==> src/sv/pee_pkg.sv <==
`timescale 1ns / 1ps

package pee_pkg;

    // field and datapath widths
    localparam int BYTE_W   = 48;
    localparam int RATE_W   = 64;
    localparam int SUM_W    = 68;   // holds 7 * rate + 3 * delta + 5
    localparam int HOURS_W  = 37;
    localparam int TIME_W   = 6;

    // constant divider: remainder width, bits per step, step counter
    localparam int CD_REM_W = 12;
    localparam int CD_DIGIT = 4;
    localparam int CD_CNT_W = 5;

    // long divider step counter
    localparam int LD_CNT_W = 6;

    localparam int STEPS_TEN  = SUM_W / CD_DIGIT;
    localparam int STEPS_HOUR = BYTE_W / CD_DIGIT;
    localparam int STEPS_MIN  = CD_REM_W / CD_DIGIT;

    localparam logic [CD_REM_W-1:0] DIV_TEN_VAL  = CD_REM_W'(10);
    localparam logic [CD_REM_W-1:0] DIV_HOUR_VAL = CD_REM_W'(3600);
    localparam logic [CD_REM_W-1:0] DIV_MIN_VAL  = CD_REM_W'(60);

    localparam logic [SUM_W-1:0] BLEND_ROUND = SUM_W'(5);

    typedef enum logic [1:0] {
        DSEL_TEN  = 2'd0,
        DSEL_HOUR = 2'd1,
        DSEL_MIN  = 2'd2
    } dsel_t;

    typedef struct packed {
        logic  start;
        dsel_t sel;
    } cdiv_req_t;

endpackage

==> src/sv/pee_cdiv.sv <==
`timescale 1ns / 1ps

// serial divider by a small constant, four quotient bits per cycle, msb first
module pee_cdiv
(
    input  logic                         clk,
    input  logic                         rst_n,
    input  pee_pkg::cdiv_req_t           req,
    input  logic [pee_pkg::SUM_W-1:0]    dividend,
    output logic                         done,
    output logic [pee_pkg::SUM_W-1:0]    quotient,
    output logic [pee_pkg::CD_REM_W-1:0] remainder
);

    logic [pee_pkg::SUM_W-1:0]    shift_reg;
    logic [pee_pkg::SUM_W-1:0]    shift_next;
    logic [pee_pkg::CD_REM_W-1:0] rem_reg;
    logic [pee_pkg::CD_REM_W-1:0] rem_next;
    logic [pee_pkg::CD_REM_W-1:0] div_reg;
    logic [pee_pkg::CD_REM_W-1:0] div_sel;
    logic [pee_pkg::CD_CNT_W-1:0] cnt_reg;
    logic [pee_pkg::CD_CNT_W-1:0] cnt_sel;
    logic                         busy_reg;
    logic                         done_reg;
    logic [pee_pkg::CD_REM_W:0]   part;
    logic [pee_pkg::CD_DIGIT-1:0] qbits;

    always_comb
    begin
        case (req.sel)
            pee_pkg::DSEL_TEN:
            begin
                div_sel = pee_pkg::DIV_TEN_VAL;
                cnt_sel = pee_pkg::CD_CNT_W'(pee_pkg::STEPS_TEN);
            end
            pee_pkg::DSEL_HOUR:
            begin
                div_sel = pee_pkg::DIV_HOUR_VAL;
                cnt_sel = pee_pkg::CD_CNT_W'(pee_pkg::STEPS_HOUR);
            end
            pee_pkg::DSEL_MIN:
            begin
                div_sel = pee_pkg::DIV_MIN_VAL;
                cnt_sel = pee_pkg::CD_CNT_W'(pee_pkg::STEPS_MIN);
            end
            default:
            begin
                div_sel = pee_pkg::DIV_TEN_VAL;
                cnt_sel = pee_pkg::CD_CNT_W'(pee_pkg::STEPS_TEN);
            end
        endcase
    end

    // one digit: four restoring steps on a narrow remainder
    always_comb
    begin
        rem_next = rem_reg;
        qbits    = '0;
        part     = '0;
        for (int k = 0; k < pee_pkg::CD_DIGIT; k++)
        begin
            part = {rem_next, shift_reg[pee_pkg::SUM_W-1-k]};
            if (part >= {1'b0, div_reg})
            begin
                part = part - {1'b0, div_reg};
                qbits[pee_pkg::CD_DIGIT-1-k] = 1'b1;
            end
            rem_next = part[pee_pkg::CD_REM_W-1:0];
        end
        shift_next = {shift_reg[pee_pkg::SUM_W-1-pee_pkg::CD_DIGIT:0], qbits};
    end

    always_ff @(posedge clk or negedge rst_n)
    begin
        if (!rst_n)
        begin
            busy_reg <= 1'b0;
            done_reg <= 1'b0;
            cnt_reg  <= '0;
        end
        else
        begin
            done_reg <= busy_reg && (cnt_reg == pee_pkg::CD_CNT_W'(1));
            if (req.start)
            begin
                busy_reg <= 1'b1;
                cnt_reg  <= cnt_sel;
            end
            else if (busy_reg)
            begin
                cnt_reg <= cnt_reg - pee_pkg::CD_CNT_W'(1);
                if (cnt_reg == pee_pkg::CD_CNT_W'(1))
                begin
                    busy_reg <= 1'b0;
                end
            end
        end
    end

    always_ff @(posedge clk)
    begin
        if (req.start)
        begin
            shift_reg <= dividend;
            rem_reg   <= '0;
            div_reg   <= div_sel;
        end
        else if (busy_reg)
        begin
            shift_reg <= shift_next;
            rem_reg   <= rem_next;
        end
    end

    assign done      = done_reg;
    assign quotient  = shift_reg;
    assign remainder = rem_reg;

    a_start_when_free: assert property (@(posedge clk) disable iff (!rst_n)
        req.start |-> !busy_reg)
        else $error("constant divider restarted while busy");

endmodule

==> src/sv/pee_ldiv.sv <==
`timescale 1ns / 1ps

// restoring divider, one quotient bit per cycle; divisor held steady by the caller
module pee_ldiv
(
    input  logic                       clk,
    input  logic                       rst_n,
    input  logic                       start,
    input  logic [pee_pkg::RATE_W-1:0] rem_init,
    input  logic [pee_pkg::BYTE_W-1:0] lo_init,
    input  logic [pee_pkg::RATE_W-1:0] divisor,
    output logic                       done,
    output logic [pee_pkg::BYTE_W-1:0] quotient
);

    logic [pee_pkg::RATE_W-1:0]   rem_reg;
    logic [pee_pkg::RATE_W-1:0]   rem_next;
    logic [pee_pkg::BYTE_W-1:0]   q_reg;
    logic [pee_pkg::LD_CNT_W-1:0] cnt_reg;
    logic                         busy_reg;
    logic                         done_reg;
    logic [pee_pkg::RATE_W:0]     trial;
    logic [pee_pkg::RATE_W+1:0]   diff;
    logic                         fits;

    assign trial    = {rem_reg, q_reg[pee_pkg::BYTE_W-1]};
    assign diff     = {1'b0, trial} - {2'b00, divisor};
    assign fits     = !diff[pee_pkg::RATE_W+1];
    assign rem_next = fits ? diff[pee_pkg::RATE_W-1:0] : trial[pee_pkg::RATE_W-1:0];

    always_ff @(posedge clk or negedge rst_n)
    begin
        if (!rst_n)
        begin
            busy_reg <= 1'b0;
            done_reg <= 1'b0;
            cnt_reg  <= '0;
        end
        else
        begin
            done_reg <= busy_reg && (cnt_reg == pee_pkg::LD_CNT_W'(1));
            if (start)
            begin
                busy_reg <= 1'b1;
                cnt_reg  <= pee_pkg::LD_CNT_W'(pee_pkg::BYTE_W);
            end
            else if (busy_reg)
            begin
                cnt_reg <= cnt_reg - pee_pkg::LD_CNT_W'(1);
                if (cnt_reg == pee_pkg::LD_CNT_W'(1))
                begin
                    busy_reg <= 1'b0;
                end
            end
        end
    end

    always_ff @(posedge clk)
    begin
        if (start)
        begin
            rem_reg <= rem_init;
            q_reg   <= lo_init;
        end
        else if (busy_reg)
        begin
            rem_reg <= rem_next;
            q_reg   <= {q_reg[pee_pkg::BYTE_W-2:0], fits};
        end
    end

    assign done     = done_reg;
    assign quotient = q_reg;

    a_rem_below_div: assert property (@(posedge clk) disable iff (!rst_n)
        busy_reg |-> (rem_reg < divisor))
        else $error("partial remainder not below divisor");

endmodule

==> src/sv/progress_eta_estimator.sv <==
// progress eta estimator: one result word for every sample word
// steps: accept, evaluate, blend the rate by ten if needed, long division of the
// remaining bytes, then split into hours, minutes and seconds by the shared divider
// a new sample word is taken only once the last result has gone to the output stage,
// which waits for the result side to take the previous result word
// asynchronous active-low reset clears the sequencer, previous sample, rate and total
`timescale 1ns / 1ps

module progress_eta_estimator
#(
    parameter int RATE_FRAC_BITS = 16
)
(
    input  logic                        clk,
    input  logic                        rst_n,
    // configuration
    input  logic                        cfg_we,
    input  logic [pee_pkg::BYTE_W-1:0]  cfg_wdata,
    // sample words
    input  logic                        in_valid,
    output logic                        in_ready,
    input  logic [pee_pkg::BYTE_W-1:0]  done_bytes,
    // result words
    output logic                        out_valid,
    input  logic                        out_ready,
    output logic [pee_pkg::HOURS_W-1:0] eta_hours,
    output logic [pee_pkg::TIME_W-1:0]  eta_minutes,
    output logic [pee_pkg::TIME_W-1:0]  eta_seconds,
    output logic                        show_hours
);

    localparam int FIX_W = pee_pkg::BYTE_W + RATE_FRAC_BITS;

    // sequencer, one-hot
    typedef enum logic [9:0] {
        S_IDLE  = 10'b0000000001,
        S_EVAL  = 10'b0000000010,
        S_MUL1  = 10'b0000000100,
        S_MUL2  = 10'b0000001000,
        S_BLEND = 10'b0000010000,
        S_CHECK = 10'b0000100000,
        S_DIV   = 10'b0001000000,
        S_SPLIT = 10'b0010000000,
        S_HOUR  = 10'b0100000000,
        S_MIN   = 10'b1000000000
    } state_t;

    state_t state_reg, state_next;

    // persistent state
    logic [pee_pkg::BYTE_W-1:0]  total_reg;
    logic [pee_pkg::BYTE_W-1:0]  prev_reg, prev_next;
    logic [pee_pkg::RATE_W-1:0]  rate_reg, rate_next;

    // working registers
    logic [pee_pkg::BYTE_W-1:0]  done_reg, done_next;
    logic [pee_pkg::BYTE_W-1:0]  delta_reg, delta_next;
    logic [pee_pkg::SUM_W-1:0]   acc_reg, acc_next;
    logic [pee_pkg::SUM_W-1:0]   dsum_reg, dsum_next;
    logic [pee_pkg::BYTE_W-1:0]  eta_reg, eta_next;
    logic [pee_pkg::HOURS_W-1:0] hours_reg, hours_next;
    // minute split finished while the output stage was still full
    logic                        cd_done_seen_reg, cd_done_seen_next;

    // output stage
    logic                        out_valid_reg, out_valid_next;
    logic [pee_pkg::HOURS_W-1:0] eta_hours_reg, eta_hours_next;
    logic [pee_pkg::TIME_W-1:0]  eta_minutes_reg, eta_minutes_next;
    logic [pee_pkg::TIME_W-1:0]  eta_seconds_reg, eta_seconds_next;
    logic                        show_hours_reg, show_hours_next;
    logic                        out_free;

    // datapath helpers
    logic [pee_pkg::BYTE_W-1:0]  delta_now;
    logic [FIX_W-1:0]            seed_fix;
    logic [FIX_W-1:0]            dfix_reg;
    logic [pee_pkg::BYTE_W-1:0]  left_bytes;
    logic [FIX_W-1:0]            left_fix;

    // divider hookups
    pee_pkg::cdiv_req_t            cd_req;
    logic [pee_pkg::SUM_W-1:0]     cd_dividend;
    logic                          cd_done;
    logic [pee_pkg::SUM_W-1:0]     cd_quot;
    logic [pee_pkg::CD_REM_W-1:0]  cd_rem;
    logic                          ld_start;
    logic                          ld_done;
    logic [pee_pkg::BYTE_W-1:0]    ld_quot;

    assign delta_now  = done_reg - prev_reg;
    assign seed_fix   = {delta_now, {RATE_FRAC_BITS{1'b0}}};
    assign dfix_reg   = {delta_reg, {RATE_FRAC_BITS{1'b0}}};
    assign left_bytes = total_reg - done_reg;
    assign left_fix   = {left_bytes, {RATE_FRAC_BITS{1'b0}}};
    assign out_free   = !out_valid_reg || out_ready;

    // shared constant divider: blend by ten, then split seconds by 3600 and 60
    pee_cdiv u_cdiv
    (
        .clk       (clk),
        .rst_n     (rst_n),
        .req       (cd_req),
        .dividend  (cd_dividend),
        .done      (cd_done),
        .quotient  (cd_quot),
        .remainder (cd_rem)
    );

    // remaining fixed-point bytes over the smoothed rate; quotient fits 48 bits
    // as the rate never falls below one whole byte per tick
    pee_ldiv u_ldiv
    (
        .clk      (clk),
        .rst_n    (rst_n),
        .start    (ld_start),
        .rem_init (pee_pkg::RATE_W'(left_fix[FIX_W-1:pee_pkg::BYTE_W])),
        .lo_init  (left_fix[pee_pkg::BYTE_W-1:0]),
        .divisor  (rate_reg),
        .done     (ld_done),
        .quotient (ld_quot)
    );

    always_comb
    begin
        state_next        = state_reg;
        prev_next         = prev_reg;
        rate_next         = rate_reg;
        done_next         = done_reg;
        delta_next        = delta_reg;
        acc_next          = acc_reg;
        dsum_next         = dsum_reg;
        eta_next          = eta_reg;
        hours_next        = hours_reg;
        cd_done_seen_next = cd_done_seen_reg;
        out_valid_next    = out_valid_reg && !out_ready;
        eta_hours_next    = eta_hours_reg;
        eta_minutes_next  = eta_minutes_reg;
        eta_seconds_next  = eta_seconds_reg;
        show_hours_next   = show_hours_reg;
        cd_req.start      = 1'b0;
        cd_req.sel        = pee_pkg::DSEL_TEN;
        cd_dividend       = '0;
        ld_start          = 1'b0;

        case (state_reg)
            S_IDLE:
            begin
                if (in_valid)
                begin
                    done_next  = done_bytes;
                    state_next = S_EVAL;
                end
            end
            S_EVAL:
            begin
                if (done_reg == '0)
                begin
                    // zero sample: state untouched, eta zero
                    eta_next   = '0;
                    state_next = S_SPLIT;
                end
                else if (prev_reg == '0)
                begin
                    // first sample only records the position
                    prev_next  = done_reg;
                    eta_next   = '0;
                    state_next = S_SPLIT;
                end
                else
                begin
                    prev_next = done_reg;
                    if (done_reg > prev_reg)
                    begin
                        delta_next = delta_now;
                        if (rate_reg == '0)
                        begin
                            rate_next  = pee_pkg::RATE_W'(seed_fix);
                            state_next = S_CHECK;
                        end
                        else
                        begin
                            state_next = S_MUL1;
                        end
                    end
                    else
                    begin
                        // stalled or backwards progress keeps the rate
                        state_next = S_CHECK;
                    end
                end
            end
            S_MUL1:
            begin
                // 7 * rate by shift and subtract, 3 * delta by shift and add
                acc_next   = pee_pkg::SUM_W'({rate_reg, 3'b000}) - pee_pkg::SUM_W'(rate_reg);
                dsum_next  = pee_pkg::SUM_W'({dfix_reg, 1'b0}) + pee_pkg::SUM_W'(dfix_reg);
                state_next = S_MUL2;
            end
            S_MUL2:
            begin
                // round half up, then divide by ten serially
                cd_req.start = 1'b1;
                cd_req.sel   = pee_pkg::DSEL_TEN;
                cd_dividend  = acc_reg + dsum_reg + pee_pkg::BLEND_ROUND;
                state_next   = S_BLEND;
            end
            S_BLEND:
            begin
                if (cd_done)
                begin
                    rate_next  = cd_quot[pee_pkg::RATE_W-1:0];
                    state_next = S_CHECK;
                end
            end
            S_CHECK:
            begin
                if ((rate_reg != '0) && (total_reg > done_reg))
                begin
                    ld_start   = 1'b1;
                    state_next = S_DIV;
                end
                else
                begin
                    // no rate yet, or job overshot: eta zero
                    eta_next   = '0;
                    state_next = S_SPLIT;
                end
            end
            S_DIV:
            begin
                if (ld_done)
                begin
                    eta_next   = ld_quot;
                    state_next = S_SPLIT;
                end
            end
            S_SPLIT:
            begin
                cd_req.start = 1'b1;
                cd_req.sel   = pee_pkg::DSEL_HOUR;
                cd_dividend  = {eta_reg, {(pee_pkg::SUM_W - pee_pkg::BYTE_W){1'b0}}};
                state_next   = S_HOUR;
            end
            S_HOUR:
            begin
                if (cd_done)
                begin
                    // hours kept, seconds within the hour go on to the minute split
                    hours_next   = cd_quot[pee_pkg::HOURS_W-1:0];
                    cd_req.start = 1'b1;
                    cd_req.sel   = pee_pkg::DSEL_MIN;
                    cd_dividend  = {cd_rem, {(pee_pkg::SUM_W - pee_pkg::CD_REM_W){1'b0}}};
                    state_next   = S_MIN;
                end
            end
            S_MIN:
            begin
                // divider results hold until the next start, so wait here for the output stage
                if ((cd_done || cd_done_seen_reg) && out_free)
                begin
                    out_valid_next    = 1'b1;
                    eta_hours_next    = hours_reg;
                    eta_minutes_next  = cd_quot[pee_pkg::TIME_W-1:0];
                    eta_seconds_next  = cd_rem[pee_pkg::TIME_W-1:0];
                    show_hours_next   = (hours_reg != '0);
                    cd_done_seen_next = 1'b0;
                    state_next        = S_IDLE;
                end
                else if (cd_done)
                begin
                    cd_done_seen_next = 1'b1;
                end
            end
            default:
            begin
                state_next = S_IDLE;
            end
        endcase
    end

    always_ff @(posedge clk or negedge rst_n)
    begin
        if (!rst_n)
        begin
            state_reg        <= S_IDLE;
            total_reg        <= '0;
            prev_reg         <= '0;
            rate_reg         <= '0;
            cd_done_seen_reg <= 1'b0;
            out_valid_reg    <= 1'b0;
        end
        else
        begin
            state_reg        <= state_next;
            prev_reg         <= prev_next;
            rate_reg         <= rate_next;
            cd_done_seen_reg <= cd_done_seen_next;
            out_valid_reg    <= out_valid_next;
            if (cfg_we)
            begin
                total_reg <= cfg_wdata;
            end
        end
    end

    always_ff @(posedge clk)
    begin
        done_reg        <= done_next;
        delta_reg       <= delta_next;
        acc_reg         <= acc_next;
        dsum_reg        <= dsum_next;
        eta_reg         <= eta_next;
        hours_reg       <= hours_next;
        eta_hours_reg   <= eta_hours_next;
        eta_minutes_reg <= eta_minutes_next;
        eta_seconds_reg <= eta_seconds_next;
        show_hours_reg  <= show_hours_next;
    end

    assign in_ready    = (state_reg == S_IDLE);
    assign out_valid   = out_valid_reg;
    assign eta_hours   = eta_hours_reg;
    assign eta_minutes = eta_minutes_reg;
    assign eta_seconds = eta_seconds_reg;
    assign show_hours  = show_hours_reg;

    a_rate_sticks: assert property (@(posedge clk) disable iff (!rst_n)
        (rate_reg != '0) |=> (rate_reg != '0))
        else $error("smoothed rate fell back to zero");

    a_flag_matches_hours: assert property (@(posedge clk) disable iff (!rst_n)
        out_valid_reg |-> (show_hours_reg == (eta_hours_reg != '0)))
        else $error("hours flag disagrees with hours");

    a_time_in_range: assert property (@(posedge clk) disable iff (!rst_n)
        out_valid_reg |-> ((eta_minutes_reg < pee_pkg::TIME_W'(60)) &&
                           (eta_seconds_reg < pee_pkg::TIME_W'(60))))
        else $error("minutes or seconds out of range");

endmodule

==> config.mk <==
export PLATFORM = sky130hd
export DESIGN_NAME = progress_eta_estimator
export DESIGN_NICKNAME = d
export VERILOG_FILES = /design/src/sv/pee_pkg.sv /design/src/sv/pee_cdiv.sv /design/src/sv/pee_ldiv.sv /design/src/sv/progress_eta_estimator.sv
export SDC_FILE = /design/constraint.sdc
export NUM_CORES = 2
export LEC_CHECK = 0
export ABC_AREA = 1
export BUFFER_PORTS_ARGS = -buffer_cell sky130_fd_sc_hd__buf_2
export CAP_MARGIN = 0
export CORE_MARGIN = 2
export CORE_UTILIZATION = 48
export DETAILED_ROUTE_END_ITERATION = 12
export SKIP_LAST_GASP = 1
export SLEW_MARGIN = 20
export SYNTH_ARGS = -nofsm -noshare
export SYNTH_HDL_FRONTEND = slang
export SYNTH_SLANG_ARGS = --single-unit
==> constraint.sdc <==
create_clock -name clk -period 11.35 [get_ports clk]
set_input_delay 1.135 -clock clk [delete_from_list [all_inputs] [get_ports clk]]
set_output_delay 1.135 -clock clk [all_outputs]
set_load 0.005 [all_outputs]
==> results.cfg <==
[status]
outcome = completed

[sta]
slew_headroom_pct = 18.8
setup_violations = 0
rsz0062_at_grt = no
fmax_mhz = 113
clock_skew_ns = 0.0585
slew_violations = 0
finalCritPeriodShare_pct = 78.0
timing.final.hold_violations = 0
holdWs_ns = 0.444
finalCriticalPeriod_ns = 8.85
worst_pin_slew_ns = 1.21
setup_tns_ns = 0
worst_slack_ns = 2.50

[layout]
seqCellArea_mm2 = 0.0203
nFillCells = 9503
multiInputGateArea_mm2 = 0.0243
post-route-util_pct = 53.6
nNetsFinal = 6476
postLayoutCellArea_mm2 = 0.0535
area_growth_pct = 11.0
drive_above_1_share_pct = 7.96
final_cells = 7376

[setup_path]
endpoint_kind = flop
worst_path_largest_cell_delay_ns = 0.55
crit_slowest_cell = edfxtp_1
critPathLaunchType = flop
arrival_ns = 9.40
worstSetupPathType = reg -> reg
worst_ep_required_time_ns = 11.91
crit_fanout = 15

[route]
totalWireLength_um = 168000
vias_per_cell = 5.66
postRouteAntennaNets = 0
via_count = 41800
wire_per_inst_um = 22.8
drc = 0
dr.pass1.iters = 6
drt_iter0_drc = 3907

[power]
pwr_density_cell_mw_per_mm2 = 359
p_leak_nw = 23.9
ir_drop_mv = 0.347
p_total_mw = 19.2

[logic_synthesis]
synth-edff-count = 470
ys_warn_count = 0
yosys-top-cells-count = nand2_1, inv_1, a21oi_1
synth_seq_cells = 733
synth_top_cell_area_share_pct = 29.3
yosysMostFrequentCell = nand2_1
synth.avg_cell_area_um2 = 8.25
ys_top_cells_by_area = edfxtp_1, dfrtp_1, ha_1
syn_inst = 5845
synth.largest_area_cell = edfxtp_1
async_flop_share_pct = 25.5
synth-main-ff-cell = edfxtp_1
yosysSeqAreaShare_pct = 42.1
synth_nets = 6315
yosys.cell_types.count = 69
synthesis.area_mm2 = 0.0482

[place]
detailed_place_hpwl_um = 136000
place_ws_ns = 2.39
gp_congestion = 0.962
dpl.cell_count = 7218
io_buffers = 152
dpl_cell_area_mm2 = 0.0505

[clock_tree]
ctsHoldBuffers = 0
clk_latency_ns = 0.71
htree_levels = 3
numCtsBuffers = 84
clkSlewWorstSetupHoldPaths_ns = 0.06
cts_setup_buffers = 0
cts_tree = built
ctsResizeCount = 0
cts_buffer_depth = 3
clock_sinks = 733
cts-root-buf = clkbuf_16

[global_route]
grt_pass1_vias = 40900
grt_use_total_pct = 32.3
grt_max_degree = 97
overflow = 0
grt_pass1_wl_um = 249000
antenna_found_initial = 3

[floorplan]
rows = 116
start_util_pct = 48.3
core_area_mm2 = 0.0999
die_h_um = 321
fp.dieW_um = 321
die-area_mm2 = 0.103
ios = 153

[job]
cap_viol_max_count = 0

[min_path]
hold_path.class = reg -> reg
cell usage in the layout, fill, tap and decap left out, types with 13 or more instances in the layout:
cell / Yosys / layout
xor2_1: 178 / 178
inv_1: 861 / 858
edfxtp_1: 470 / 470
nand4_1: 53 / 53
xnor2_1: 100 / 100
nor2_1: 476 / 472
o2111ai_1: 13 / 13
inv_2: 10 / 13
a21oi_1: 529 / 528
nor4_1: 48 / 45
clkbuf_8: 0 / 13
o21ai_0: 431 / 431
clkbuf_16: 0 / 86
o22ai_1: 38 / 38
nand3_1: 221 / 219
a21o_1: 18 / 18
dfrtp_1: 186 / 186
nor3_1: 61 / 58
buf_2: 6 / 150
ha_1: 361 / 361
a21boi_0: 22 / 22
a31oi_1: 99 / 99
or2_2: 49 / 49
nand2_2: 15 / 18
nand2_1: 1088 / 1085
a32o_1: 13 / 13
o21a_1: 38 / 38
clkbuf_1: 83 / 18
o21ai_1: 30 / 30
mux2_2: 46 / 46
o211ai_1: 45 / 45
dfxtp_1: 76 / 76
o221ai_1: 19 / 19
a22oi_1: 18 / 18
buf_4: 3 / 34
logic make-up (layout without fill, tap and decap cells):
group,Yosys count,in the layout,share of synthesized area (%)
AOI/OAI and AO/OA,1379,1379,16.2
xor gates and xnor gates,278,278,5.05
adders and majority gates,369,369,9.70
buffers and inverters,983,1215,7.72
DFF,733,733,42.1
muxes,51,51,1.18
other,0,1,0
and+or+nand+nor,2052,2052,18.0
path summary, 6_finish.rpt:
| check | cells past startpoint | start | endpoint | slack (ns) |
|---|---|---|---|---|
| hold reg to reg | 0 | hours_reg[1] | eta_hours[1] | 0.44 |
| hold / removal | 0 | hours_reg[1] | eta_hours[1] | 0.44 |
| setup / recovery | 49 | u_cdiv.div_reg[5] | u_cdiv.remainder[8] | 2.50 |
| min in group asynchronous | 1 | rst_n | rate_reg[20] | 0.45 |
| setup reg to reg | 49 | u_cdiv.div_reg[5] | u_cdiv.remainder[8] | 2.50 |
| max in group asynchronous | 2 | rst_n | total_reg[38] | 9.53 |
final cells by class:
type | count | share of cell area, %
Multi-Input combinational cell | 4129 | 45.4
Timing Repair Buffer | 185 | 1.91
Sequential cell | 733 | 38.0
Antenna cell | 1 | 0.00468
Clock inverter | 40 | 1.12
Clock buffer | 117 | 4.48
Tap cell | 1298 | 3.03
Inverter | 873 | 6.12
layer usage:
| layer | up-vias | GRT usage, % | routed length, um |
|---|---|---|---|
| met5 | - | 0 | 0 |
| met4 | 0 | 12.0 | 6560 |
| met3 | 259 | 3.96 | 10300 |
| met2 | 1359 | 53.6 | 78300 |
| met1 | 19800 | 43.2 | 72800 |
| li1 | 20300 | - | - |
report_power, final:
group	internal [mW]	total (mW)	switching, mW	leakage, nW
clock	1.75	2.97	1.22	1.46
sequential	3.90	4.41	0.509	7.24
combinational	3.78	11.8	8.05	15.2
total	9.43	19.2	9.78	23.9
critical path: cells and delay by family (launching register included):
kind / cells / cell delay, ns
AOI/OAI and AO/OA: 8 / 1.95
adders and majority gates: 4 / 1.63
buffers and inverters: 10 / 1.24
DFF: 1 / 0.55
and+or+nand+nor: 27 / 3.34
Note: power is estimated with default switching activity, not from simulation.
